File: src/sv/hpack_huffman_string_decoder_macros.svh
// ----------------------------------------------------------------------------
// hpack huffman string decoder assertion macros
// Concurrent assertion wrappers, empty when synthesized.
// ----------------------------------------------------------------------------
`ifndef HPACK_HUFFMAN_STRING_DECODER_MACROS_SVH
`define HPACK_HUFFMAN_STRING_DECODER_MACROS_SVH
`ifndef SYNTHESIS
// same-cycle implication
`define HPD_ASSERT_NOW(lbl, ante, cons) \
	lbl: assert property (@(posedge clk) disable iff (!arst_n) (ante) |-> (cons)) \
		else $error("hpd assertion failed");
// next-cycle implication
`define HPD_ASSERT_NEXT(lbl, ante, cons) \
	lbl: assert property (@(posedge clk) disable iff (!arst_n) (ante) |=> (cons)) \
		else $error("hpd assertion failed");
`else
`define HPD_ASSERT_NOW(lbl, ante, cons)
`define HPD_ASSERT_NEXT(lbl, ante, cons)
`endif
`endif

File: src/sv/hpd_pkg.sv
`timescale 1ns / 1ps
// ----------------------------------------------------------------------------
// hpd_pkg
// Canonical code tables and status codes of the hpack huffman decoder.
// ----------------------------------------------------------------------------
package hpd_pkg;

	localparam int CODE_BITS = 30;
	localparam int MAX_PAD   = 7;

	// status codes
	localparam logic [2:0] ST_OK      = 3'd0;
	localparam logic [2:0] ST_EOS     = 3'd1;
	localparam logic [2:0] ST_PADDING = 3'd2;
	localparam logic [2:0] ST_OUT_LEN = 3'd3;
	localparam logic [2:0] ST_IN_LEN  = 3'd4;

	localparam logic [8:0] EOS_RANK = 9'd256;

	// per code length: first code, number of codes, rank of the first code
	typedef struct packed {
		logic [CODE_BITS-1:0] first;
		logic [8:0]           count;
		logic [8:0]           offset;
	} len_info_t;

	function automatic len_info_t len_info(input logic [4:0] len);
		len_info_t r;
		r = '{first: '0, count: '0, offset: '0};
		case (len)
			5'd5:  r = '{30'h0,        9'd10, 9'd0};
			5'd6:  r = '{30'h14,       9'd26, 9'd10};
			5'd7:  r = '{30'h5c,       9'd32, 9'd36};
			5'd8:  r = '{30'hf8,       9'd6,  9'd68};
			5'd10: r = '{30'h3f8,      9'd5,  9'd74};
			5'd11: r = '{30'h7fa,      9'd3,  9'd79};
			5'd12: r = '{30'hffa,      9'd2,  9'd82};
			5'd13: r = '{30'h1ff8,     9'd6,  9'd84};
			5'd14: r = '{30'h3ffc,     9'd2,  9'd90};
			5'd15: r = '{30'h7ffc,     9'd3,  9'd92};
			5'd19: r = '{30'h7fff0,    9'd3,  9'd95};
			5'd20: r = '{30'hfffe6,    9'd8,  9'd98};
			5'd21: r = '{30'h1fffdc,   9'd13, 9'd106};
			5'd22: r = '{30'h3fffd2,   9'd26, 9'd119};
			5'd23: r = '{30'h7fffd8,   9'd29, 9'd145};
			5'd24: r = '{30'hffffea,   9'd12, 9'd174};
			5'd25: r = '{30'h1ffffec,  9'd4,  9'd186};
			5'd26: r = '{30'h3ffffe0,  9'd15, 9'd190};
			5'd27: r = '{30'h7ffffde,  9'd19, 9'd205};
			5'd28: r = '{30'hfffffe2,  9'd29, 9'd224};
			5'd30: r = '{30'h3ffffffc, 9'd4,  9'd253};
			default: r = '{first: '0, count: '0, offset: '0};
		endcase
		return r;
	endfunction

	// decoded octet by rank; the rank after the last entry is end of string
	localparam logic [7:0] SYM_TABLE [0:255] = '{
		8'd48, 8'd49, 8'd50, 8'd97, 8'd99, 8'd101, 8'd105, 8'd111, 8'd115, 8'd116,
		8'd32, 8'd37, 8'd45, 8'd46, 8'd47, 8'd51, 8'd52, 8'd53, 8'd54, 8'd55,
		8'd56, 8'd57, 8'd61, 8'd65, 8'd95, 8'd98, 8'd100, 8'd102, 8'd103, 8'd104,
		8'd108, 8'd109, 8'd110, 8'd112, 8'd114, 8'd117,
		8'd58, 8'd66, 8'd67, 8'd68, 8'd69, 8'd70, 8'd71, 8'd72, 8'd73, 8'd74,
		8'd75, 8'd76, 8'd77, 8'd78, 8'd79, 8'd80, 8'd81, 8'd82, 8'd83, 8'd84,
		8'd85, 8'd86, 8'd87, 8'd89, 8'd106, 8'd107, 8'd113, 8'd118, 8'd119, 8'd120,
		8'd121, 8'd122,
		8'd38, 8'd42, 8'd44, 8'd59, 8'd88, 8'd90,
		8'd33, 8'd34, 8'd40, 8'd41, 8'd63,
		8'd39, 8'd43, 8'd124,
		8'd35, 8'd62,
		8'd0, 8'd36, 8'd64, 8'd91, 8'd93, 8'd126,
		8'd94, 8'd125,
		8'd60, 8'd96, 8'd123,
		8'd92, 8'd195, 8'd208,
		8'd128, 8'd130, 8'd131, 8'd162, 8'd184, 8'd194, 8'd224, 8'd226,
		8'd153, 8'd161, 8'd167, 8'd172, 8'd176, 8'd177, 8'd179, 8'd209, 8'd216, 8'd217,
		8'd227, 8'd229, 8'd230,
		8'd129, 8'd132, 8'd133, 8'd134, 8'd136, 8'd146, 8'd154, 8'd156, 8'd160, 8'd163,
		8'd164, 8'd169, 8'd170, 8'd173, 8'd178, 8'd181, 8'd185, 8'd186, 8'd187, 8'd189,
		8'd190, 8'd196, 8'd198, 8'd228, 8'd232, 8'd233,
		8'd1, 8'd135, 8'd137, 8'd138, 8'd139, 8'd140, 8'd141, 8'd143, 8'd147, 8'd149,
		8'd150, 8'd151, 8'd152, 8'd155, 8'd157, 8'd158, 8'd165, 8'd166, 8'd168, 8'd174,
		8'd175, 8'd180, 8'd182, 8'd183, 8'd188, 8'd191, 8'd197, 8'd231, 8'd239,
		8'd9, 8'd142, 8'd144, 8'd145, 8'd148, 8'd159, 8'd171, 8'd206, 8'd215, 8'd225,
		8'd236, 8'd237,
		8'd199, 8'd207, 8'd234, 8'd235,
		8'd192, 8'd193, 8'd200, 8'd201, 8'd202, 8'd205, 8'd210, 8'd213, 8'd218, 8'd219,
		8'd238, 8'd240, 8'd242, 8'd243, 8'd255,
		8'd203, 8'd204, 8'd211, 8'd212, 8'd214, 8'd221, 8'd222, 8'd223, 8'd241, 8'd244,
		8'd245, 8'd246, 8'd247, 8'd248, 8'd250, 8'd251, 8'd252, 8'd253, 8'd254,
		8'd2, 8'd3, 8'd4, 8'd5, 8'd6, 8'd7, 8'd8, 8'd11, 8'd12, 8'd14,
		8'd15, 8'd16, 8'd17, 8'd18, 8'd19, 8'd20, 8'd21, 8'd23, 8'd24, 8'd25,
		8'd26, 8'd27, 8'd28, 8'd29, 8'd30, 8'd31, 8'd127, 8'd220, 8'd249,
		8'd10, 8'd13, 8'd22
	};

endpackage

File: src/sv/hpack_huffman_string_decoder.sv
`timescale 1ns / 1ps
// ----------------------------------------------------------------------------
// hpack_huffman_string_decoder
// Bit-serial decoder of huffman coded hpack string literals.
// ----------------------------------------------------------------------------
// One coded byte is taken per input beat and walked one bit per cycle, while the
// output does not stall, through a single canonical-code compare unit (subtract
// of the first code of the current length, compare against the code count, rank
// lookup). A byte passes an accept step, its bit steps and a closing step, with
// fewer bit steps when an error stops the walk early. A decoded octet is held
// back until the next one appears or the byte closes, so that the final output
// beat of a string carries last, status and decoded_count. Output stalls
// stretch the byte. Configuration beats are always taken and must come while
// idle.
`include "hpack_huffman_string_decoder_macros.svh"

module hpack_huffman_string_decoder #(
	parameter int LEN_WIDTH = 16
) (
	input  logic                 clk,
	input  logic                 arst_n,
	input  logic                 cfg_valid,
	output logic                 cfg_ready,
	input  logic [LEN_WIDTH-1:0] cfg_data,
	input  logic                 in_valid,
	output logic                 in_ready,
	input  logic [7:0]           byte_in,
	input  logic                 last_byte,
	output logic                 out_valid,
	input  logic                 out_ready,
	output logic [7:0]           symbol,
	output logic                 symbol_valid,
	output logic                 last,
	output logic [2:0]           status,
	output logic [LEN_WIDTH-1:0] decoded_count
);
	import hpd_pkg::*;

	localparam int CNT_W = LEN_WIDTH + 1;
	localparam logic [LEN_WIDTH-1:0] LEN_RESET =
		(LEN_WIDTH > 12) ? LEN_WIDTH'(4096) : '1;

	localparam logic [1:0] S_IDLE = 2'd0;
	localparam logic [1:0] S_BITS = 2'd1;
	localparam logic [1:0] S_END  = 2'd2;

	logic [1:0]           state_q;
	logic [LEN_WIDTH-1:0] max_len_q;
	logic [7:0]           byte_q;
	logic                 last_q;
	logic [2:0]           bit_cnt_q;
	logic [CODE_BITS-1:0] code_q;
	logic [4:0]           len_q;
	logic [CNT_W-1:0]     in_cnt_q;
	logic [CNT_W-1:0]     out_cnt_q;
	logic [2:0]           err_q;
	logic [7:0]           pend_sym_q;
	logic                 pend_v_q;
	logic                 out_valid_q;
	logic [7:0]           out_sym_q;
	logic                 out_sv_q;
	logic                 out_last_q;
	logic [2:0]           out_status_q;
	logic [LEN_WIDTH-1:0] out_cnt_field_q;

	// shared bit step unit
	logic [CODE_BITS-1:0] nxt_code;
	logic [4:0]           nxt_len;
	len_info_t            info;
	logic [CODE_BITS-1:0] diff;
	logic                 hit;
	logic [8:0]           rank;
	logic                 is_eos;
	logic [7:0]           dec_sym;
	logic [CNT_W-1:0]     max_ext;
	logic                 out_full;
	logic                 out_space;
	logic                 step_push;
	logic                 stall;
	logic [CODE_BITS-1:0] pad_mask;
	logic                 pad_bad;
	logic [2:0]           fin_status;

	always_comb begin
		nxt_code  = {code_q[CODE_BITS-2:0], byte_q[7]};
		nxt_len   = len_q + 5'd1;
		info      = len_info(nxt_len);
		diff      = nxt_code - info.first;
		hit       = diff < CODE_BITS'(info.count);
		rank      = info.offset + diff[8:0];
		is_eos    = hit && (rank == EOS_RANK);
		dec_sym   = SYM_TABLE[rank[7:0]];
		max_ext   = CNT_W'(max_len_q);
		out_full  = (out_cnt_q >= max_ext);
		out_space = !out_valid_q || out_ready;
		step_push = hit && !is_eos && !out_full && pend_v_q;
		stall     = step_push && !out_space;
	end

	// padding check at the end of a string
	always_comb begin
		pad_mask = (CODE_BITS'(1) << len_q) - CODE_BITS'(1);
		pad_bad  = (len_q > 5'(MAX_PAD)) || (code_q != pad_mask);
		if (err_q != ST_OK) begin
			fin_status = err_q;
		end else if (pad_bad) begin
			fin_status = ST_PADDING;
		end else begin
			fin_status = ST_OK;
		end
	end

	assign cfg_ready     = 1'b1;
	assign in_ready      = (state_q == S_IDLE);
	assign out_valid     = out_valid_q;
	assign symbol        = out_sym_q;
	assign symbol_valid  = out_sv_q;
	assign last          = out_last_q;
	assign status        = out_status_q;
	assign decoded_count = out_cnt_field_q;

	// sequencer and string state
	always_ff @(posedge clk or negedge arst_n) begin
		if (!arst_n) begin
			state_q         <= S_IDLE;
			max_len_q       <= LEN_RESET;
			byte_q          <= '0;
			last_q          <= 1'b0;
			bit_cnt_q       <= '0;
			code_q          <= '0;
			len_q           <= '0;
			in_cnt_q        <= '0;
			out_cnt_q       <= '0;
			err_q           <= ST_OK;
			pend_sym_q      <= '0;
			pend_v_q        <= 1'b0;
			out_valid_q     <= 1'b0;
			out_sym_q       <= '0;
			out_sv_q        <= 1'b0;
			out_last_q      <= 1'b0;
			out_status_q    <= ST_OK;
			out_cnt_field_q <= '0;
		end else begin
			if (cfg_valid && cfg_ready) begin
				max_len_q <= cfg_data;
			end
			if (out_valid_q && out_ready) begin
				out_valid_q <= 1'b0;
			end
			unique case (state_q)
				S_IDLE: begin
					if (in_valid) begin
						byte_q    <= byte_in;
						last_q    <= last_byte;
						bit_cnt_q <= '0;
						if (err_q != ST_OK) begin
							state_q <= S_END;
						end else if (in_cnt_q >= max_ext) begin
							err_q   <= ST_IN_LEN;
							state_q <= S_END;
						end else begin
							in_cnt_q <= in_cnt_q + CNT_W'(1);
							state_q  <= S_BITS;
						end
					end
				end
				S_BITS: begin
					if (!stall) begin
						byte_q    <= {byte_q[6:0], 1'b0};
						bit_cnt_q <= bit_cnt_q + 3'd1;
						if (bit_cnt_q == 3'd7) begin
							state_q <= S_END;
						end
						if (is_eos) begin
							err_q   <= ST_EOS;
							state_q <= S_END;
						end else if (hit) begin
							if (out_full) begin
								err_q   <= ST_OUT_LEN;
								state_q <= S_END;
							end else begin
								// older octet moves to the output register
								if (pend_v_q) begin
									out_valid_q     <= 1'b1;
									out_sym_q       <= pend_sym_q;
									out_sv_q        <= 1'b1;
									out_last_q      <= 1'b0;
									out_status_q    <= ST_OK;
									out_cnt_field_q <= '0;
								end
								pend_sym_q <= dec_sym;
								pend_v_q   <= 1'b1;
								out_cnt_q  <= out_cnt_q + CNT_W'(1);
								code_q     <= '0;
								len_q      <= '0;
							end
						end else begin
							code_q <= nxt_code;
							len_q  <= nxt_len;
							if (nxt_len >= 5'(CODE_BITS)) begin
								err_q   <= ST_EOS;
								state_q <= S_END;
							end
						end
					end
				end
				S_END: begin
					if (last_q) begin
						if (out_space) begin
							out_valid_q     <= 1'b1;
							out_sym_q       <= pend_v_q ? pend_sym_q : 8'd0;
							out_sv_q        <= pend_v_q;
							out_last_q      <= 1'b1;
							out_status_q    <= fin_status;
							out_cnt_field_q <= out_cnt_q[LEN_WIDTH-1:0];
							pend_v_q        <= 1'b0;
							code_q          <= '0;
							len_q           <= '0;
							in_cnt_q        <= '0;
							out_cnt_q       <= '0;
							err_q           <= ST_OK;
							state_q         <= S_IDLE;
						end
					end else if (pend_v_q) begin
						if (out_space) begin
							out_valid_q     <= 1'b1;
							out_sym_q       <= pend_sym_q;
							out_sv_q        <= 1'b1;
							out_last_q      <= 1'b0;
							out_status_q    <= ST_OK;
							out_cnt_field_q <= '0;
							pend_v_q        <= 1'b0;
							state_q         <= S_IDLE;
						end
					end else begin
						state_q <= S_IDLE;
					end
				end
				default: begin
					state_q <= S_IDLE;
				end
			endcase
		end
	end

	// checks
	`HPD_ASSERT_NOW(a_idle_no_pending, state_q == S_IDLE, !pend_v_q)
	`HPD_ASSERT_NOW(a_bits_len_bound, state_q == S_BITS, len_q < 5'(CODE_BITS))
	`HPD_ASSERT_NOW(a_empty_is_last, out_valid_q && !out_sv_q, out_last_q)
	`HPD_ASSERT_NEXT(a_err_stops_bits, state_q == S_BITS && err_q != ST_OK, state_q != S_BITS)

endmodule

File: config.mk
export PLATFORM = sky130hd
export DESIGN_NAME = hpack_huffman_string_decoder
export DESIGN_NICKNAME = d
export VERILOG_FILES = /design/src/sv/hpd_pkg.sv /design/src/sv/hpack_huffman_string_decoder.sv
export VERILOG_INCLUDE_DIRS = /design/src /design/src/sv
export SDC_FILE = /design/constraint.sdc
export NUM_CORES = 1
export LEC_CHECK = 0
export ABC_AREA = 1
export BUFFER_PORTS_ARGS = -buffer_cell sky130_fd_sc_hd__buf_2
export CAP_MARGIN = 20
export CORE_UTILIZATION = 45
export DETAILED_ROUTE_END_ITERATION = 16
export MAX_ROUTING_LAYER = met4
export PLACE_DENSITY_LB_ADDON = 0.15
export SLEW_MARGIN = 20
export SYNTH_ARGS = -nofsm -noshare
export SYNTH_HDL_FRONTEND = slang
export SYNTH_SLANG_ARGS = --single-unit
File: constraint.sdc
create_clock -name clk -period 10.55 [get_ports clk]
set_clock_uncertainty 0.1 [all_clocks]
set_input_delay 2.11 -clock clk [delete_from_list [all_inputs] [get_ports clk]]
set_output_delay 2.11 -clock clk [all_outputs]
set_load 0.03 [all_outputs]
==> impl_metrics.ini, run 1 <==
[run_status]
status = complete, no violations

[worst_setup_path]
required_ps = 10740
end_kind = flop
cp_data_arrival_time_ps = 8110
path_delay_family = simple AND/OR/NAND/NOR gates
crit_buf_inv = 3
worstSetupPathType = reg2reg
ff2ff_path_depth = 27
cp_max_fo = 42
setup.worst_path.start_class = flop
worst-path-stages = 27
cpMostUsedCell = nand3_1
cpPeakStageDelay_ps = 750
critPathSlowestCell = o311ai_0

[cells_and_area]
diodes = 0
drive_gt1_share_pct = 6.02
multi_input_area_um2 = 10100
post-route-util_pct = 49.2
seqCellArea_um2 = 3530
area_delta_synth_final_pct = 7.77
final_common_cell = nand2_1
final_cell_mix = nand2_1 (725), inv_1 (317), nor2_1 (245)
fill_cells = 3504
fin_nets = 2639

[clock_network]
cts_tree = built
htreeDepth = 4
holdBufCountCts = 0
post_cts_buffers = 0
post_cts_resized = 0
cts_made_buffers = 17
clk_latency_ps = 430
clockBufferDepth = 2
clk_pin_slew_worst_paths_ps = 70
cts_root_buffer = clkbuf_16
clock-sinks = 141

[timing]
rsz0062_at_grt = false
relSlewSlack_pct = 33.4
hold_viol = 0
finalSetupViolCount = 0
drv_slew = 0
min_period_ps = 7920
tightest_slew_ps = 987
fin_tns_setup_ps = 0
fmax_mhz = 126
period_share_pct = 75.1

[floorplanning]
fp-row-count = 67
core_um2 = 33400
fp.dieH_um = 186
io_pins = 62
initial_core_util_pct = 45.7
die_x_um = 186
die-area_um2 = 34700

[placement]
place.gp.congestion = 0.988
dp_hpwl_um = 42300
port_buffers = 60

[logic_synthesis]
synth_edf_count = 0
async_flop_share_pct = 100
synth_ff_type = dfrtp_1
ys_ff_latch = 141
ys_seq_area_share_pct = 23.1
synth.distinct_cells = 62
synth_area_per_cell_um2 = 6.13
synthCells = 2490
netlist_area_um2 = 15300
yosysWarnings = 0
syn_nets = 2632

[global_routing]
grt_start_max_net_pins = 79
first_global_vias = 15400
grt_overflow = 0
grt_pass1_wl_um = 85200
grt_usage_pct = 32.9
antenna_found_initial = 0

[route]
vias = 16600
drt-vias-per-instance = 5.60
wl_per_cell_um = 18.4
drt_iter0_drc = 1244
wl_met2_um = 25200
drc = 0
dr.pass1.iters = 5
met3_length_um = 3190
dr.max_layer_used = met4
drt_wl_total_um = 54600
ant_nets = 0
met1_length_um = 23900

[hold_path]
hold_depth = 2
hold_path.class = reg2reg

[flow_run]
max_cap_viol_count = 0
## cell usage after synthesis, types with 2 or more instances
cell type | count | area share [%]
a211oi_1 | 3 | 0.15
a21o_1 | 7 | 0.34
a21oi_1 | 79 | 2.6
a31oi_1 | 8 | 0.33
and2_1 | 7 | 0.29
buf_2 | 17 | 0.56
buf_6 | 4 | 0.29
clkbuf_1 | 62 | 1.5
clkinv_1 | 7 | 0.17
dfrtp_1 | 140 | 23
fa_1 | 2 | 0.26
ha_1 | 110 | 9.0
inv_1 | 318 | 7.8
mux2i_1 | 7 | 0.46
nand2_1 | 725 | 18
nand3_1 | 243 | 8.0
nand3_2 | 4 | 0.26
nand3b_1 | 13 | 0.64
nand4_1 | 47 | 1.9
nor2_1 | 245 | 6.0
nor2_2 | 4 | 0.16
nor3_1 | 37 | 1.2
nor3b_1 | 3 | 0.15
nor4_1 | 6 | 0.25
o2111ai_1 | 6 | 0.34
o211ai_1 | 22 | 1.1
o21ai_0 | 206 | 6.8
o21ai_1 | 4 | 0.13
o21ai_2 | 18 | 1.0
o21bai_1 | 3 | 0.15
o221ai_1 | 7 | 0.40
o22ai_1 | 9 | 0.37
o311ai_0 | 5 | 0.29
o31ai_1 | 21 | 1.0
o41ai_1 | 2 | 0.11
or2_2 | 10 | 0.41
xnor2_1 | 19 | 1.1
xor2_1 | 36 | 2.1
## per-layer routing
| metal | vias to the layer above | GRT usage, % |
|---|---|---|
| met4 | 0 | 13.9 |
| met2 | 622 | 52.3 |
| met5 | - | - |
| met1 | 7618 | 41.7 |
| li1 | 8188 | - |
| met3 | 125 | 4.95 |
## sequential cells by signal, summed over array words and instances, names as in the netlist, 2 cells and up
name,count
max_len_q,16
bit_cnt_q,3
symbol,8
code_q,30
status,3
out_cnt_q,17
in_cnt_q,17
pend_sym_q,8
err_q,3
len_q,5
byte_q,8
decoded_count,16
state_q,2
## worst paths after layout
path | from | end | slack (ps)
max in group asynchronous | arst_n | code_q[19] | 7620
min reg2reg | decoded_count[3] | decoded_count[3] | 380
max reg2reg | len_q[2] | status[2] | 2630
max | len_q[2] | status[2] | 2630
min | decoded_count[3] | decoded_count[3] | 380
min in group asynchronous | arst_n | len_q[1] | 1560
## per-stage QoR
step / setup WS [ps] / hold WS [ps] / cells / instance area, um^2
floorplan: 5010 / 353 / 2490 / 15300
global placement: 2840 / 363 / 2926 / 15900
detailed placement: 2580 / 366 / 2926 / 15900
CTS: 2540 / 381 / 2958 / 16400
global route: 1790 / 410 / 2958 / 16500
finish: 2630 / 379 / 2958 / 16500
## worst min-delay path, stage by stage, from the launching register on
cell	delay [ps]
dfrtp_1	340
nand2_1	60
o21ai_2	50
## cells by family (layout without fill, tap and decap cells)
family          count (synthesis)  after routing  share of synthesized area, %
fa+ha+maj                     112            112                          9.27
other cells                     1              1                        0.0246
compound gates                406            406                          15.4
mux                             8              8                         0.533
simple gates                 1352           1352                          37.6
flops                         141            141                          23.1
xor+xnor                       58             58                          3.56
buf+inv                       412            432                          10.5
## area by class of cell
class                           count  share of cell area [%]
Clock buffer                       20                    2.71
Clock inverter                     12                   0.829
Inverter                          326                    7.43
Multi-Input combinational cell   1937                    61.6
Sequential cell                   141                    21.4
Tap cell                          448                    3.41
Timing Repair Buffer               74                    2.52
Power of run 1 is left out: the tool's default activity adds up to more than one toggle a clock period on the data nets, which glitch-free logic cannot reach.
==> inputs of run 2 (changes only) <==
==> constraint.sdc (replaced) <==
create_clock -name clk -period 7.4 [get_ports clk]
set_clock_uncertainty 0.1 [all_clocks]
set_input_delay 1.48 -clock clk [delete_from_list [all_inputs] [get_ports clk]]
set_output_delay 1.48 -clock clk [all_outputs]
set_load 0.03 [all_outputs]
==> run 2 against run 1 <==
Die area unchanged. Worst hold slack better by 5.4 ps. Count of clock-buffer cells in the layout shrank 1. Non-clock buffer count up 15. First-iteration DRC count is 16% higher. Cell area grew 1.1%. Global-route usage fell by 0.78 points. Sequential cell count did not move. Via count grew 0.92%. Register-to-register slack worse by 1900 ps. Critical path depth increased by 2. Utilization grew 0.54 points. Largest cell class unchanged. Highest routed layer unchanged.
==> impl_metrics.ini, run 2 (same netlist as run 1, synthesis figures left out) <==
[run_status]
status = complete, no violations

[clock_network]
post_cts_resized = 0
post_cts_buffers = 0
htreeDepth = 4
clk_latency_ps = 430
cts_made_buffers = 17
cts_tree = built
cts_root_buffer = clkbuf_16
clockBufferDepth = 2
clk_pin_slew_worst_paths_ps = 60
clock-sinks = 141
holdBufCountCts = 0

[cells_and_area]
fin_nets = 2654
area_delta_synth_final_pct = 8.95
post-route-util_pct = 49.7
diodes = 0
final_common_cell = nand2_1
design_area_um2 = 16600
top_regs = code_q x30, in_cnt_q x17, out_cnt_q x17
drive_gt1_share_pct = 6.77
top_register = code_q
final_cell_mix = nand2_1 (725), inv_1 (317), nor2_1 (245)
largest_reg_flops = 30

[timing]
hold_viol = 0
relSlewSlack_pct = 35.5
drv_slew = 0
min_period_ps = 6660
finalSetupViolCount = 0
fin_tns_setup_ps = 0
tightest_slew_ps = 967
period_share_pct = 90.0
fmax_mhz = 150
rsz0062_at_grt = false

[worst_setup_path]
cpMostUsedCell = nand2_1
cp_max_fo = 42
regToRegStartpoint = len_q[0]
critPathSlowestCell = dfrtp_1
required_ps = 7620
cpPeakStageDelay_ps = 580
end_kind = flop
r2r_end = decoded_count[4]
cp_data_arrival_time_ps = 6880
setup.worst_path.start_class = flop
timing.reg2reg.setup_slack_ps = 740
crit_buf_inv = 5
path_delay_family = simple AND/OR/NAND/NOR gates
ff2ff_path_depth = 29
worstSetupPathType = reg2reg

[floorplanning]
die-area_um2 = 34700
fp-row-count = 67
initial_core_util_pct = 45.7
die_x_um = 186
core_um2 = 33400
fp.dieH_um = 186
io_pins = 62

[route]
drt_wl_total_um = 53800
dr.pass1.iters = 6
ant_nets = 0
drt_iter0_drc = 1448
drt-vias-per-instance = 5.62
drc = 0
vias = 16700
wl_per_cell_um = 18.1

[placement]
place.gp.congestion = 1.07
dp_hpwl_um = 41900
port_buffers = 60
place_area_um2 = 16000

[global_routing]
first_global_vias = 15300
grt_start_max_net_pins = 76
met2_usage_pct = 51.5
grt_use_met3_pct = 4.40
met1_usage_pct = 40.3
antenna_found_initial = 0
busiest_layer = met2
grt_pass1_wl_um = 83600
grt_overflow = 0
grt_usage_pct = 32.2

[flow_run]
max_cap_viol_count = 0

[hold_path]
hold_depth = 2
hold_path.class = reg2reg
hp-start = symbol[0]
worst_hold_path.endpoint = symbol[0]
run 2: changes by cell type in the layout (fill, tap and decap cells not counted), sizes merged:
cell,before,now
buf,74,89
clkinv,12,9
inv,322,325
bufinv,2,3
clkbuf,20,19
run 2: worst max path at each step:
stage | startpoint | end | slack [ps] | cells past startpoint
after floorplan | len_q[0] | symbol[0] | 1860 | 32
after global placement | len_q[0] | decoded_count[1] | 750 | 29
after detailed placement | len_q[0] | decoded_count[15] | 690 | 29
after CTS | len_q[0] | byte_q[2] | 590 | 27
after global routing | len_q[0] | code_q[20] | 140 | 29
final | len_q[0] | decoded_count[4] | 740 | 29
run 2: worst min-delay path, cell delays in order, from the launching register on:
cell and delay [ps]:
dfrtp_1 340, nand2_1 60, o21ai_2 50
run 2: cell type report:
class | instances | area (um^2)
Multi-Input combinational cell | 1937 | 10200
Sequential cell | 141 | 3530
Fill cell | 3463 | 16800
Tap cell | 448 | 561
Clock inverter | 13 | 178
Clock buffer | 19 | 453
Timing Repair Buffer | 89 | 537
Inverter | 326 | 1230
run 2: through the flow:
step	hold slack (ps)	std cells	setup slack, ps
after detailed placement	369	2941	691
final	384	2973	739
after global routing	411	2973	144
after floorplan	353	2490	1860
after global placement	364	2941	750
after CTS	386	2973	586
run 2: metal layers:
| layer | up-vias | wire (um) |
|---|---|---|
| met1 | 7684 | 22900 |
| met5 | - | 0 |
| li1 | 8222 | - |
| met4 | 0 | 2400 |
| met2 | 643 | 25100 |
| met3 | 157 | 3350 |
Power of run 2 is left out for the same reason.
==> inputs of run 3 (changes only) <==
--- a/config.mk
+++ b/config.mk
@@ -13,6 +13,7 @@
 export DETAILED_ROUTE_END_ITERATION = 16
 export MAX_ROUTING_LAYER = met4
 export PLACE_DENSITY_LB_ADDON = 0.15
+export RECOVER_POWER = 50
 export SLEW_MARGIN = 20
 export SYNTH_ARGS = -nofsm -noshare
 export SYNTH_HDL_FRONTEND = slang
==> run 3 against run 2 <==
Via count rose by 0.20%. Maximum frequency increased by 0.24%. Register-to-register slack improved by 20 ps. Count of clock-buffer cells in the layout unchanged. Critical endpoint unchanged. Global-route usage unchanged. Die area stayed put. Worst hold slack about the same. Cell area fell by 0.29%. Sequential cell count unchanged. Largest cell class unchanged. Utilization down 0.15 points. The run now ends with max-capacitance violations, max-slew violations left.
==> impl_metrics.ini, run 3 (same netlist as run 1, synthesis figures left out) <==
[cells_and_area]
final_cell_mix = nand2_1 (725), inv_1 (317), nor2_1 (245)
area_delta_synth_final_pct = 8.64
largest_reg_flops = 30
final_common_cell = nand2_1
fin_nets = 2654
post-route-util_pct = 49.6
top_regs = code_q x30, in_cnt_q x17, out_cnt_q x17
seqCellArea_um2 = 3530
diodes = 0
multi_input_area_um2 = 10200
drive_gt1_share_pct = 5.50
top_register = code_q
design_area_um2 = 16600
fill_cells = 3481

[timing]
finalSetupViolCount = 0
min_period_ps = 6650
drv_slew = 144
relSlewSlack_pct = -144
fin_tns_setup_ps = 0
fmax_mhz = 150
hold_viol = 0
rsz0062_at_grt = false
period_share_pct = 89.8
tightest_slew_ps = 3660

[route]
vias = 16700
drt_wl_total_um = 53700
drt_iter0_drc = 1492
drt-vias-per-instance = 5.63
drc = 0
wl_per_cell_um = 18.1
ant_nets = 0
dr.pass1.iters = 6

[hold_path]
hp-start = symbol[0]
hold_path.class = reg2reg

[flow_run]
max_cap_viol_count = 2

[clock_network]
clock-sinks = 141
cts_tree = built
cts_root_buffer = clkbuf_16
htreeDepth = 4
clk_latency_ps = 430
cts_made_buffers = 17
clockBufferDepth = 2
holdBufCountCts = 0
clk_pin_slew_worst_paths_ps = 60
post_cts_buffers = 0

[global_routing]
grt_start_max_net_pins = 76
grt_usage_pct = 32.2
antenna_found_initial = 0
grt_overflow = 0
grt_pass1_wl_um = 83600
first_global_vias = 15300

[floorplanning]
fp-row-count = 67
fp.dieH_um = 186
die-area_um2 = 34700
io_pins = 62
die_x_um = 186
initial_core_util_pct = 45.7
core_um2 = 33400

[placement]
place.gp.congestion = 1.07
place_area_um2 = 16000
dp_hpwl_um = 41900
port_buffers = 60

[worst_setup_path]
end_kind = flop
setup.worst_path.start_class = flop
critPathCapture = decoded_count[4]
worstSetupPathType = reg2reg
cpMostUsedCell = nand2_1
ff2ff_path_depth = 29
regToRegStartpoint = len_q[0]
cp_data_arrival_time_ps = 6860
required_ps = 7620
critPathSlowestCell = dfrtp_1
r2r_end = decoded_count[4]
critPathLaunch = len_q[0]
timing.reg2reg.setup_slack_ps = 750
cpPeakStageDelay_ps = 570
cp_max_fo = 42

[run_status]
failed_checks = max-capacitance violations, max-slew violations
status = finished with violations
[run 3: final cells by class]
| class | instances | share of cell area (%) |
|---|---|---|
| clock buffers | 19 | 2.73 |
| clock inverters | 13 | 1.07 |
| inverters | 326 | 7.40 |
| multi-input cells | 1937 | 61.2 |
| flip-flops and latches | 141 | 21.3 |
| well taps | 448 | 3.38 |
| repair buffers | 89 | 2.94 |
[run 3: critical path: cells and delay by family (launching register included)]
family / cells / cell delay (ps)
adder cells (fa/ha/maj): 5 / 1890
flip-flops: 1 / 570
AND/OR/NAND/NOR: 13 / 2010
AO/OA/AOI/OAI: 4 / 530
buffers and inverters: 5 / 1020
XOR/XNOR: 2 / 370
[run 3: how the worst min path moves through the flow]
stage                                   end  slack, ps  cells after the start
after detailed placement          symbol[0]        370                      2
after CTS                         symbol[0]        390                      2
after global routing              symbol[0]        420                      2
final                             symbol[0]        380                      2
after global placement    decoded_count[14]        360                      2
after floorplan                   byte_q[0]        350                      2
[run 3: per-stage QoR]
stage               hold slack (ps)  setup WS [ps]  instances
finish                          384            754       2973
global route                    416            144       2973
CTS                             386            586       2973
detailed placement              369            691       2941
global placement                364            750       2941
floorplan                       353           1860       2490
[run 3: timing repair]
action / 4_1_cts / 5_1_grt
gates resized for setup: 0 / 4
setup endpoints to repair: 0 / 82
hold endpoints to repair: 0 / 0
[run 3: metal layers]
layer	track usage, %	routed length (um)
met1	40.3	22900
met2	51.5	25000
met3	4.40	3300
met4	14.3	2530
met5	-	0
Power of run 3 is left out for the same reason.
